==> src/rtl/rgbyuv_pkg.sv <==
package rgbyuv_pkg;

	localparam logic DIR_RGB_TO_YUYV = 1'b0;
	localparam logic DIR_YUYV_TO_RGB = 1'b1;

	typedef struct packed {
		logic [7:0] in_red_first;
		logic [7:0] in_green_first;
		logic [7:0] in_blue_first;
		logic [7:0] in_red_second;
		logic [7:0] in_green_second;
		logic [7:0] in_blue_second;
		logic [7:0] in_luma_first;
		logic [7:0] in_chroma_u;
		logic [7:0] in_luma_second;
		logic [7:0] in_chroma_v;
		logic       in_frame_end;
	} in_item_t;

	typedef struct packed {
		logic [7:0] out_luma_first;
		logic [7:0] out_chroma_u;
		logic [7:0] out_luma_second;
		logic [7:0] out_chroma_v;
		logic [7:0] out_red_first;
		logic [7:0] out_green_first;
		logic [7:0] out_blue_first;
		logic [7:0] out_red_second;
		logic [7:0] out_green_second;
		logic [7:0] out_blue_second;
		logic       out_frame_end;
	} out_item_t;

	typedef struct packed {
		logic en_s1;
		logic en_s2;
		logic en_s3;
	} pipe_en_t;

	localparam logic [7:0] LUMA_MIN   = 8'd16;
	localparam logic [7:0] LUMA_MAX   = 8'd240;
	localparam logic [7:0] CHROMA_MIN = 8'd16;
	localparam logic [7:0] CHROMA_MAX = 8'd235;

	// Sum is non-negative; shift right by 8 to take the floor, offset and clamp.
	function automatic logic [7:0] luma_out(input logic [16:0] sum);
		logic [8:0] v;
		v = 9'(sum[16:8]) + 9'd16;
		if (v > 9'(LUMA_MAX))
			return LUMA_MAX;
		else if (v < 9'(LUMA_MIN))
			return LUMA_MIN;
		else
			return v[7:0];
	endfunction

	function automatic logic [7:0] chroma_out(input logic signed [16:0] sum);
		logic signed [9:0] v;
		v = 10'($signed(sum[16:8])) + 10'sd128;
		if (v > $signed({2'b00, CHROMA_MAX}))
			return CHROMA_MAX;
		else if (v < $signed({2'b00, CHROMA_MIN}))
			return CHROMA_MIN;
		else
			return v[7:0];
	endfunction

	function automatic logic [7:0] rgb_out(input logic signed [19:0] sum);
		logic signed [11:0] v;
		v = $signed(sum[19:8]);
		if (v < 12'sd0)
			return 8'd0;
		else if (v > 12'sd255)
			return 8'd255;
		else
			return v[7:0];
	endfunction

endpackage

==> src/rtl/rgb24_yuyv_color_convert.sv <==
// RGB24 <-> YUYV 4:2:2 pixel-pair converter, BT.601 integer coefficients.
// Input channel: in_valid / in_stall with one pixel pair per item in in_item.
// Output channel: out_valid / out_stall with one result item in out_item.
// cfg_wr_en / cfg_wr_data set the direction: 0 converts RGB pairs to YUYV,
// 1 converts YUYV to RGB pairs. Change it only while no item is in flight.
// Fields of the unused direction read as zero; the frame-end mark follows
// its item.
// An accepted item passes the multiply, sum and clamp stages in turn to
// out_valid. Throughput: one item per cycle while out_stall is low; each
// of the three product/sum/clamp stages loads as the stage ahead moves.
// Reset clears all stage valid bits and sets the direction to RGB to YUYV.
// When the receiver stalls, the output item holds, the stages behind fill
// up, and in_stall rises once all three stages hold items.
module rgb24_yuyv_color_convert (
	input  logic                  clk,
	input  logic                  arst_n,
	input  logic                  in_valid,
	output logic                  in_stall,
	input  rgbyuv_pkg::in_item_t  in_item,
	output logic                  out_valid,
	input  logic                  out_stall,
	output rgbyuv_pkg::out_item_t out_item,
	input  logic                  cfg_wr_en,
	input  logic                  cfg_wr_data
);
	import rgbyuv_pkg::*;

	pipe_en_t   en;
	logic       dir;
	logic       frame_end;
	logic [7:0] y0, u, y1, v;
	logic [7:0] r0, g0, b0, r1, g1, b1;
	logic       is_rgb;

	rgbyuv_ctrl u_ctrl (
		.clk           (clk),
		.arst_n        (arst_n),
		.in_valid      (in_valid),
		.in_stall      (in_stall),
		.in_frame_end  (in_item.in_frame_end),
		.out_valid     (out_valid),
		.out_stall     (out_stall),
		.out_frame_end (frame_end),
		.cfg_wr_en     (cfg_wr_en),
		.cfg_wr_data   (cfg_wr_data),
		.dir           (dir),
		.en            (en)
	);

	rgbyuv_fwd u_fwd (
		.clk         (clk),
		.en          (en),
		.in_item     (in_item),
		.luma_first  (y0),
		.chroma_u    (u),
		.luma_second (y1),
		.chroma_v    (v)
	);

	rgbyuv_rev u_rev (
		.clk          (clk),
		.en           (en),
		.in_item      (in_item),
		.red_first    (r0),
		.green_first  (g0),
		.blue_first   (b0),
		.red_second   (r1),
		.green_second (g1),
		.blue_second  (b1)
	);

	assign is_rgb = (dir == DIR_YUYV_TO_RGB);

	always_comb begin
		out_item                  = '0;
		out_item.out_frame_end    = frame_end;
		if (is_rgb) begin
			out_item.out_red_first    = r0;
			out_item.out_green_first  = g0;
			out_item.out_blue_first   = b0;
			out_item.out_red_second   = r1;
			out_item.out_green_second = g1;
			out_item.out_blue_second  = b1;
		end else begin
			out_item.out_luma_first  = y0;
			out_item.out_chroma_u    = u;
			out_item.out_luma_second = y1;
			out_item.out_chroma_v    = v;
		end
	end

endmodule

==> src/rtl/rgbyuv_ctrl.sv <==
module rgbyuv_ctrl (
	input  logic                clk,
	input  logic                arst_n,
	input  logic                in_valid,
	output logic                in_stall,
	input  logic                in_frame_end,
	output logic                out_valid,
	input  logic                out_stall,
	output logic                out_frame_end,
	input  logic                cfg_wr_en,
	input  logic                cfg_wr_data,
	output logic                dir,
	output rgbyuv_pkg::pipe_en_t en
);
	import rgbyuv_pkg::*;

	logic valid_s1, valid_s2, valid_s3;
	logic fe_s1, fe_s2, fe_s3;
	logic dir_q;
	logic adv1, adv2, adv3;

	assign adv3 = !valid_s3 || !out_stall;
	assign adv2 = !valid_s2 || adv3;
	assign adv1 = !valid_s1 || adv2;
	assign en   = {adv1, adv2, adv3};

	assign in_stall      = !adv1;
	assign out_valid     = valid_s3;
	assign out_frame_end = fe_s3;
	assign dir           = dir_q;

	always_ff @(posedge clk or negedge arst_n) begin
		if (!arst_n) begin
			valid_s1 <= 1'b0;
			valid_s2 <= 1'b0;
			valid_s3 <= 1'b0;
			dir_q    <= DIR_RGB_TO_YUYV;
		end else begin
			if (en.en_s1)
				valid_s1 <= in_valid;
			if (en.en_s2)
				valid_s2 <= valid_s1;
			if (en.en_s3)
				valid_s3 <= valid_s2;
			if (cfg_wr_en)
				dir_q <= cfg_wr_data;
		end
	end

	always_ff @(posedge clk) begin
		if (en.en_s1)
			fe_s1 <= in_frame_end;
		if (en.en_s2)
			fe_s2 <= fe_s1;
		if (en.en_s3)
			fe_s3 <= fe_s2;
	end

	a_accept_enters: assert property (@(posedge clk) disable iff (!arst_n)
		in_valid && !in_stall |=> valid_s1)
		else $error("accepted item did not enter stage 1");

	a_blocked_holds: assert property (@(posedge clk) disable iff (!arst_n)
		valid_s2 && !en.en_s3 |=> valid_s2)
		else $error("stage 2 item lost while blocked");

	a_drain_no_repeat: assert property (@(posedge clk) disable iff (!arst_n)
		valid_s3 && !out_stall && !valid_s2 |=> !valid_s3)
		else $error("delivered item repeated");

	a_s1_moves: assert property (@(posedge clk) disable iff (!arst_n)
		valid_s1 && en.en_s2 |=> valid_s2)
		else $error("stage 1 item dropped on advance");

endmodule

==> src/rtl/rgbyuv_fwd.sv <==
module rgbyuv_fwd (
	input  logic                 clk,
	input  rgbyuv_pkg::pipe_en_t en,
	input  rgbyuv_pkg::in_item_t in_item,
	output logic [7:0]           luma_first,
	output logic [7:0]           chroma_u,
	output logic [7:0]           luma_second,
	output logic [7:0]           chroma_v
);
	import rgbyuv_pkg::*;

	logic [15:0] y0r_s1, y0g_s1, y0b_s1;
	logic [15:0] y1r_s1, y1g_s1, y1b_s1;
	logic [15:0] ur_s1, ug_s1, ub_s1;
	logic [15:0] vr_s1, vg_s1, vb_s1;

	logic        [16:0] y0_s2, y1_s2;
	logic signed [16:0] u_s2, v_s2;

	logic [7:0] y0_s3, u_s3, y1_s3, v_s3;

	always_ff @(posedge clk) begin
		if (en.en_s1) begin
			y0r_s1 <= 16'(in_item.in_red_first)    * 16'd66;
			y0g_s1 <= 16'(in_item.in_green_first)  * 16'd129;
			y0b_s1 <= 16'(in_item.in_blue_first)   * 16'd25;
			y1r_s1 <= 16'(in_item.in_red_second)   * 16'd66;
			y1g_s1 <= 16'(in_item.in_green_second) * 16'd129;
			y1b_s1 <= 16'(in_item.in_blue_second)  * 16'd25;
			ur_s1  <= 16'(in_item.in_red_first)    * 16'd38;
			ug_s1  <= 16'(in_item.in_green_first)  * 16'd74;
			ub_s1  <= 16'(in_item.in_blue_first)   * 16'd112;
			vr_s1  <= 16'(in_item.in_red_first)    * 16'd112;
			vg_s1  <= 16'(in_item.in_green_first)  * 16'd94;
			vb_s1  <= 16'(in_item.in_blue_first)   * 16'd18;
		end
		if (en.en_s2) begin
			y0_s2 <= 17'(y0r_s1) + 17'(y0g_s1) + 17'(y0b_s1);
			y1_s2 <= 17'(y1r_s1) + 17'(y1g_s1) + 17'(y1b_s1);
			u_s2  <= $signed({1'b0, ub_s1}) - $signed({1'b0, ur_s1})
				- $signed({1'b0, ug_s1});
			v_s2  <= $signed({1'b0, vr_s1}) - $signed({1'b0, vg_s1})
				- $signed({1'b0, vb_s1});
		end
		if (en.en_s3) begin
			y0_s3 <= luma_out(y0_s2);
			y1_s3 <= luma_out(y1_s2);
			u_s3  <= chroma_out(u_s2);
			v_s3  <= chroma_out(v_s2);
		end
	end

	assign luma_first  = y0_s3;
	assign chroma_u    = u_s3;
	assign luma_second = y1_s3;
	assign chroma_v    = v_s3;

endmodule

==> src/rtl/rgbyuv_rev.sv <==
module rgbyuv_rev (
	input  logic                 clk,
	input  rgbyuv_pkg::pipe_en_t en,
	input  rgbyuv_pkg::in_item_t in_item,
	output logic [7:0]           red_first,
	output logic [7:0]           green_first,
	output logic [7:0]           blue_first,
	output logic [7:0]           red_second,
	output logic [7:0]           green_second,
	output logic [7:0]           blue_second
);
	import rgbyuv_pkg::*;

	logic signed [9:0] c0, c1, d, e;

	logic signed [19:0] c0p_s1, c1p_s1, er_s1, dg_s1, eg_s1, db_s1;
	logic signed [19:0] r0_s2, g0_s2, b0_s2, r1_s2, g1_s2, b1_s2;
	logic [7:0] r0_s3, g0_s3, b0_s3, r1_s3, g1_s3, b1_s3;

	assign c0 = $signed({2'b00, in_item.in_luma_first})  - 10'sd16;
	assign c1 = $signed({2'b00, in_item.in_luma_second}) - 10'sd16;
	assign d  = $signed({2'b00, in_item.in_chroma_u})    - 10'sd128;
	assign e  = $signed({2'b00, in_item.in_chroma_v})    - 10'sd128;

	always_ff @(posedge clk) begin
		if (en.en_s1) begin
			c0p_s1 <= 20'(c0) * 20'sd298;
			c1p_s1 <= 20'(c1) * 20'sd298;
			er_s1  <= 20'(e)  * 20'sd409;
			dg_s1  <= 20'(d)  * 20'sd100;
			eg_s1  <= 20'(e)  * 20'sd208;
			db_s1  <= 20'(d)  * 20'sd516;
		end
		if (en.en_s2) begin
			r0_s2 <= c0p_s1 + er_s1;
			g0_s2 <= c0p_s1 - dg_s1 - eg_s1;
			b0_s2 <= c0p_s1 + db_s1;
			r1_s2 <= c1p_s1 + er_s1;
			g1_s2 <= c1p_s1 - dg_s1 - eg_s1;
			b1_s2 <= c1p_s1 + db_s1;
		end
		if (en.en_s3) begin
			r0_s3 <= rgb_out(r0_s2);
			g0_s3 <= rgb_out(g0_s2);
			b0_s3 <= rgb_out(b0_s2);
			r1_s3 <= rgb_out(r1_s2);
			g1_s3 <= rgb_out(g1_s2);
			b1_s3 <= rgb_out(b1_s2);
		end
	end

	assign red_first    = r0_s3;
	assign green_first  = g0_s3;
	assign blue_first   = b0_s3;
	assign red_second   = r1_s3;
	assign green_second = g1_s3;
	assign blue_second  = b1_s3;

endmodule

==> config.mk <==
export PLATFORM = sky130hd
export DESIGN_NAME = rgb24_yuyv_color_convert
export DESIGN_NICKNAME = d
export VERILOG_FILES = /design/src/rtl/rgbyuv_pkg.sv /design/src/rtl/rgb24_yuyv_color_convert.sv /design/src/rtl/rgbyuv_ctrl.sv /design/src/rtl/rgbyuv_fwd.sv /design/src/rtl/rgbyuv_rev.sv
export SDC_FILE = /design/constraint.sdc
export NUM_CORES = 1
export LEC_CHECK = 0
export BUFFER_PORTS_ARGS = -buffer_cell sky130_fd_sc_hd__clkbuf_2
export CAP_MARGIN = 5
export CORE_MARGIN = 2
export CORE_UTILIZATION = 30
export CTS_CLUSTER_DIAMETER = 60
export DETAILED_ROUTE_END_ITERATION = 12
export RECOVER_POWER = 25
export SLEW_MARGIN = 20
export SYNTH_ARGS = -nofsm -noshare
export SYNTH_HDL_FRONTEND = slang
export SYNTH_HIERARCHICAL = 1
export SYNTH_SLANG_ARGS = --single-unit
==> constraint.sdc <==
create_clock -name clk -period 9.9 [get_ports clk]
set_clock_uncertainty 0.1 [all_clocks]
set_input_delay 0.99 -clock clk [delete_from_list [all_inputs] [get_ports clk]]
set_output_delay 0.99 -clock clk [all_outputs]
set_load 0.005 [all_outputs]
Yosys cells after proc, flatten, opt, wreduce, memory -nomap -nowiden
Cells that the tools add are included.
{ "totals": {"regBits": 546, "inputBits": 87, "output_inout_bits": 83} }
{ "op_classes": {"addsub": 24, "multipliers": 18, "magnitude_cmp": 20, "mux": 12, "reduce_logical": 12} }
{ "ops": {"columns": ["operator", "n"], "rows": [
  ["$add A20 B20 Y20", 4],
  ["$mux W8", 10],
  ["$sub A20 B20 Y20", 4],
  ["$gt A12 B9 Y1 const B", 6],
  ["$lt A12 B1 Y1 const B", 6],
  ["$mul A8 B6 Y14 const B", 4],
  ["$mul A9 B9 Y18 const B", 3],
  ["$mux W48", 1],
  ["$mul A8 B5 Y13 const B", 3],
  ["$add A15 B16 Y17", 2],
  ["$add A17 B13 Y17", 2],
  ["$mul A8 B8 Y16 const B", 2],
  ["$mux W32", 1],
  ["$mul A8 B3 Y11 const B", 2],
  ["$add A9 B9 Y10 const B", 2],
  ["$gt A10 B9 Y1 const B", 2],
  ["$lt A10 B6 Y1 const B", 2],
  ["$mul A9 B10 Y19 const B", 1],
  ["$add A9 B5 Y9 const B", 2],
  ["$gt A9 B8 Y1 const B", 2],
  ["$lt A9 B5 Y1 const B", 2],
  ["$sub A8 B5 Y9 const B", 2],
  ["$sub A8 B8 Y9 const B", 2],
  ["$sub A17 B14 Y17", 1],
  ["9 further kinds", 18]
]} }

Depth between registers and ports, before layout
{ "depth": {"ltp_word": 5, "ltp_mapped": 20, "mapped_depth_nobuf": 20} }

Cells and area by module
Netlist, hierarchy kept.
{ "by_module_without_submodules": {"columns": ["module", "instances", "cells_per_inst", "area_each_um2", "seq_area_each_um2"], "rows": [
  ["rgbyuv_rev", 1, 1503, 16879.9, 6516.2],
  ["rgbyuv_fwd", 1, 1363, 15891.5, 6546.3],
  ["rgb24_yuyv_color_convert", 1, 89, 548.0, 0.0],
  ["rgbyuv_ctrl", 1, 18, 276.5, 190.2]
]} }

Worst setup path before layout
OpenSTA, ideal clock, no wires.
{ "synth_path": {"kind": "input -> register", "from": "input port in_item[29] (netlist name)", "to": "register u_rev.c0p_s1[18], data pin", "setup_ns": 0.306, "arrival_ns": 5.709, "required_time_ns": 9.494, "setup_slack_ns": 3.786, "stages": 17, "path_buffers": 0, "cell_sequence": "inv_1 > ha_1 > nor3b_1 > ha_1 > ha_1 > inv_1 > fa_1 > fa_1 > inv_1 > ha_1 > or2_2 > a21oi_1 > a21oi_1 > and4_1 > a2111oi_1 > a21oi_1 > xor2_1"} }
{ "synth_via": {"elab_chain_cells": 2} }
{ "synth_rtl": {"columns": ["item", "line_no", "text"], "rows": [
  ["start: declaration", "rgb24_yuyv_color_convert.sv:19", "input rgbyuv_pkg::in_item_t in_item,"],
  ["$sub A8 B5 Y9", "rgbyuv_rev.sv:20", "assign c0 = $signed({2'b00, in_item.in_luma_first}) - 10'sd16;"],
  ["$mul A9 B9 Y18", "rgbyuv_rev.sv:27", "c0p_s1 <= 20'(c0) * 20'sd298;"],
  ["end signal: assignment", "rgbyuv_rev.sv:27", null],
  ["end: declaration", "rgbyuv_rev.sv:16", "logic signed [19:0] c0p_s1, c1p_s1, er_s1, dg_s1, eg_s1, db_s1;"]
]} }
Every way passes these cells.
A chain may end at the register's enable or synchronous reset.

Worst setup path after layout
Same ends and word-level chain as after synthesis.

==> run_summary.xml <==
<?xml version="1.0" encoding="UTF-8"?>
<metrics>
  <group name="clock_network">
    <metric name="later_pin_clock_latency_in_the_skew_report" unit="ns">0.65</metric>
    <metric name="cts-htree-levels" unit="">2</metric>
    <metric name="cts_tree" unit="">done</metric>
    <metric name="cts_max_path_buffers" unit="">3</metric>
    <metric name="clkSinkCount" unit="">442</metric>
    <metric name="post_cts_buffers" unit="">0</metric>
    <metric name="clk_pin_slew_worst_paths" unit="ns">0.06</metric>
    <metric name="clock-root-buffer" unit="">clkbuf_16</metric>
    <metric name="cts_resized" unit="">0</metric>
    <metric name="cts_hold_buffers" unit="">0</metric>
    <metric name="cts_inserted_buffers" unit="">58</metric>
  </group>
  <group name="global_route">
    <metric name="grt_start_max_net_pins" unit="">118</metric>
    <metric name="wire_length_of_the_first_global_routing_pass" unit="mm">120</metric>
    <metric name="number_of_antenna_violations_at_the_first_check_in_global_routing" unit="">2</metric>
    <metric name="grt_remaining_overflow" unit="">0</metric>
    <metric name="grt_pass1_vias" unit="">21500</metric>
    <metric name="gr-usage-all-layers" unit="%">13.2</metric>
  </group>
  <group name="route">
    <metric name="postRouteWirelength" unit="mm">75.6</metric>
    <metric name="route.detailed.drc" unit="">0</metric>
    <metric name="via_count" unit="">21600</metric>
    <metric name="detailedRoute.firstIterationViolations" unit="">1272</metric>
    <metric name="vias_per_cell" unit="">4.58</metric>
    <metric name="drtPass1Iterations" unit="">5</metric>
    <metric name="wl_per_cell" unit="um">16.0</metric>
    <metric name="antenna_violating_nets_post_route" unit="">0</metric>
  </group>
  <group name="setup_path">
    <metric name="critical_path_class" unit="">primary input to flop</metric>
    <metric name="critical_path_required_time" unit="ns">10.15</metric>
    <metric name="worstPathCellList" unit="">clkbuf_2 -&gt; inv_1 -&gt; ha_1 -&gt; nor3b_2 -&gt; ha_1 -&gt; ha_1 -&gt; inv_1 -&gt; fa_1 -&gt; fa_1 -&gt; inv_1 -&gt; ha_1 -&gt; or2_2 -&gt; a21oi_1 -&gt; a21oi_1 -&gt; and4_1 -&gt; a2111oi_1 -&gt; a21oi_1 -&gt; xor2_1</metric>
    <metric name="max_stage_delay" unit="ns">0.73</metric>
    <metric name="critical_path_arrival" unit="ns">5.78</metric>
    <metric name="path_max_fanout" unit="">12</metric>
    <metric name="worst_r2r_path_depth" unit="">3</metric>
    <metric name="worstPathBufferInverterCount" unit="">4</metric>
    <metric name="cp_common_cell" unit="">ha_1</metric>
    <metric name="critPathSlowestCell" unit="">nor3b_2</metric>
    <metric name="start_kind" unit="">primary input</metric>
    <metric name="cp_top_family" unit="">adder cells</metric>
    <metric name="cp.depth" unit="">18</metric>
    <metric name="critical_path.endpoint_type" unit="">flop</metric>
  </group>
  <group name="synth">
    <metric name="asyncSetResetFlopFracSynth" unit="%">0.905</metric>
    <metric name="synthesized_netlist_net_count" unit="">3785</metric>
    <metric name="synthesis.instances" unit="">2973</metric>
    <metric name="synthFlopType" unit="">edfxtp_1</metric>
    <metric name="synth-seq-cells" unit="">442</metric>
    <metric name="area_fraction_in_and_or_nand_and_nor_cells_after_synthesis" unit="%">9.07</metric>
    <metric name="seq_area_frac_synth" unit="%">39.4</metric>
    <metric name="synth_top_family_by_area" unit="">adder cells</metric>
    <metric name="netlist_area_before_placement" unit="um^2">33600</metric>
    <metric name="synth_area_per_cell" unit="um^2">11.3</metric>
    <metric name="synth-edff-count" unit="">438</metric>
    <metric name="post_synthesis_xor_xnor_area_fraction" unit="%">6.33</metric>
    <metric name="synth_cell_types" unit="">79</metric>
    <metric name="synth.mux.area_fraction" unit="%">0.190</metric>
    <metric name="synth-warning-count" unit="">6</metric>
    <metric name="synth_compound_gate_area_share" unit="%">9.58</metric>
    <metric name="synthAdderAreaFrac" unit="%">30.4</metric>
  </group>
  <group name="pwr">
    <metric name="p_leak" unit="nW">17.3</metric>
    <metric name="total_switching_power" unit="mW">4.80</metric>
    <metric name="fin_total_pwr" unit="mW">12.1</metric>
    <metric name="worst_ir_drop_vdd" unit="mV">0.183</metric>
    <metric name="power.share.switching" unit="%">39.8</metric>
    <metric name="pd_cells" unit="nW/um^2">316</metric>
    <metric name="clockPowerShare" unit="%">18.2</metric>
    <metric name="combPwrFrac" unit="%">51.2</metric>
    <metric name="power_report.internal_total" unit="mW">7.25</metric>
    <metric name="p_seq_share" unit="%">30.7</metric>
  </group>
  <group name="layout">
    <metric name="post_route_cells_drive_above_1_share" unit="%">7.81</metric>
    <metric name="layout.cell_area.non_filler" unit="um^2">38200</metric>
    <metric name="area.growth.synth_to_final" unit="%">13.7</metric>
    <metric name="most-common-layout-cells" unit="">571 x ha_1, 438 x edfxtp_1, 406 x inv_1</metric>
    <metric name="fin_nets" unit="">3991</metric>
    <metric name="final_cells" unit="">4717</metric>
    <metric name="final_core_util" unit="%">34.5</metric>
    <metric name="layout.cells.most_common" unit="">ha_1</metric>
  </group>
  <group name="timing">
    <metric name="hold_violations" unit="">0</metric>
    <metric name="grt_setup_unrepaired" unit="">no</metric>
    <metric name="worst_slew_margin_rel" unit="%">-143</metric>
    <metric name="min_period_over_period" unit="%">55.9</metric>
    <metric name="timing.final.max_slew_violations" unit="">130</metric>
    <metric name="tightestPinTransition" unit="ns">3.64</metric>
    <metric name="report.final.setup_viol" unit="">0</metric>
    <metric name="period_minus_slack" unit="ns">5.54</metric>
    <metric name="timing.fmax" unit="MHz">181</metric>
    <metric name="setup_tns_final" unit="ns">0</metric>
  </group>
  <group name="floorplanning">
    <metric name="initial_utilization" unit="%">30.3</metric>
    <metric name="dieWidth" unit="um">339</metric>
    <metric name="num_io_pins" unit="">170</metric>
    <metric name="placeableCoreArea" unit="um^2">111000</metric>
    <metric name="floorplan.die_area" unit="um^2">115000</metric>
    <metric name="die_height" unit="um">339</metric>
    <metric name="core.rowCount" unit="">122</metric>
  </group>
  <group name="place">
    <metric name="port_buffers" unit="">169</metric>
    <metric name="placed_cells_incl_taps" unit="">4607</metric>
    <metric name="placedInstanceArea" unit="um^2">36300</metric>
    <metric name="gp_routability_congestion" unit="">0.842</metric>
    <metric name="detailed_place_hpwl" unit="mm">59.8</metric>
  </group>
  <group name="status">
    <metric name="run_status" unit="">finished with violations</metric>
    <metric name="failed_checks" unit="">capacitance limit, slew limit</metric>
  </group>
  <group name="run">
    <metric name="timing.max_cap.violations" unit="">3</metric>
  </group>
  <group name="worst_hold_path">
    <metric name="worstHoldPathType" unit="">primary input to asynchronous set/reset pin</metric>
  </group>
</metrics>
[flip-flops by register name (all words and copies together) (netlist names), 10 cells and up]
name / flops
u_rev/db_s1: 18
u_rev/b0_s2: 12
u_fwd/y0g_s1: 16
u_rev/g1_s2: 12
u_fwd/y1g_s1: 16
u_rev/r1_s2: 12
u_rev/g0_s2: 12
u_rev/c1p_s1: 18
u_rev/er_s1: 19
u_rev/b1_s2: 12
u_fwd/ug_s1: 12
u_fwd/vb_s1: 12
u_rev/dg_s1: 12
u_fwd/y0r_s1: 13
u_rev/c0p_s1: 18
u_rev/eg_s1: 12
u_fwd/ur_s1: 11
u_fwd/vg_s1: 13
u_fwd/y1b_s1: 13
u_fwd/vr_s1: 11
u_rev/r0_s2: 12
u_fwd/y1r_s1: 14
u_fwd/ub_s1: 10
[kinds of logic (layout without fill, tap and decap cells)]
family	after synthesis	count (layout)
adder cells (fa/ha/maj)	725	725
AND/OR/NAND/NOR	620	620
XOR/XNOR	243	243
buffers and inverters	435	690
AO/OA/AOI/OAI	502	502
multiplexers	6	6
flip-flops	442	442
other	0	1
[layout make-up]
type                    count  area [um^2]
flip-flops and latches    442        13300
inverters                 406         1520
clock inverters            46          532
repair buffers            175          837
well taps                1488         1860
fillers                 11100        72600
diodes                      1         2.50
multi-input cells        2096        18700
clock buffers              63         1490
[power groups by stage]
stage	Combinational [mW]	Clock, mW	Sequential [mW]
after floorplan	4.78	0	3.45
after global placement	6.07	0	3.73
after detailed placement	6.15	0	3.74
after CTS	6.21	2.26	3.71
after global routing	7.01	2.33	3.77
final	6.17	2.19	3.70
[metrics by stage]
| stage | hold WS (ns) | setup slack [ns] |
|---|---|---|
| after floorplan | 0.300 | 3.79 |
| after global placement | 0.303 | 3.82 |
| after detailed placement | 0.307 | 3.76 |
| after CTS | 0.0144 | 4.45 |
| after global routing | 0.0661 | 4.10 |
| final | 0.103 | 4.36 |
[layer usage]
layer,track usage (%),up-vias,part of all wire [%]
li1,-,10900,-
met1,18.9,10300,50
met2,20.7,359,44
met3,1.88,88,4.2
met4,3.88,0,2.5
met5,0,-,0
[synthesized netlist by cell type (all sizes together), types with 15 or more instances]
library cell  number  area (um^2)
ha               571         7140
edfxtp           438        13200
inv              406         1520
nor2             204          766
a21oi            168          860
xnor2            163         1430
fa               154         3080
nand2            106          398
o21ai            101          505
xor2              80          701
a21o              69          519
and2              64          400
nor2b             59          369
nor3              42          210
nand3             41          205
o21a              34          255
nand2b            26          163
o21bai            25          188
and3              15         95.1
buf               15         76.3
[worst paths after layout]
| kind | start | endpoint | slack [ns] |
|---|---|---|---|
| min in group clk | u_ctrl/fe_s1$_DFFE_PP_ | u_ctrl/fe_s2$_DFFE_PP_ | 0.33 |
| worst max register to register | u_ctrl/out_valid$_DFFE_PN0P_ | u_fwd/vb_s1[4]$_DFFE_PP_ | 5.14 |
| max in group asynchronous | arst_n | u_ctrl/out_valid$_DFFE_PN0P_ | 9.39 |
| worst max-delay path | in_item[29] | u_rev/c0p_s1[18]$_DFFE_PP_ | 4.36 |
| worst min-delay path | arst_n | u_ctrl/dir$_DFFE_PN0P_ | 0.10 |
| worst min register to register | u_ctrl/fe_s1$_DFFE_PP_ | u_ctrl/fe_s2$_DFFE_PP_ | 0.33 |
Power figures use the tool's default switching activity.
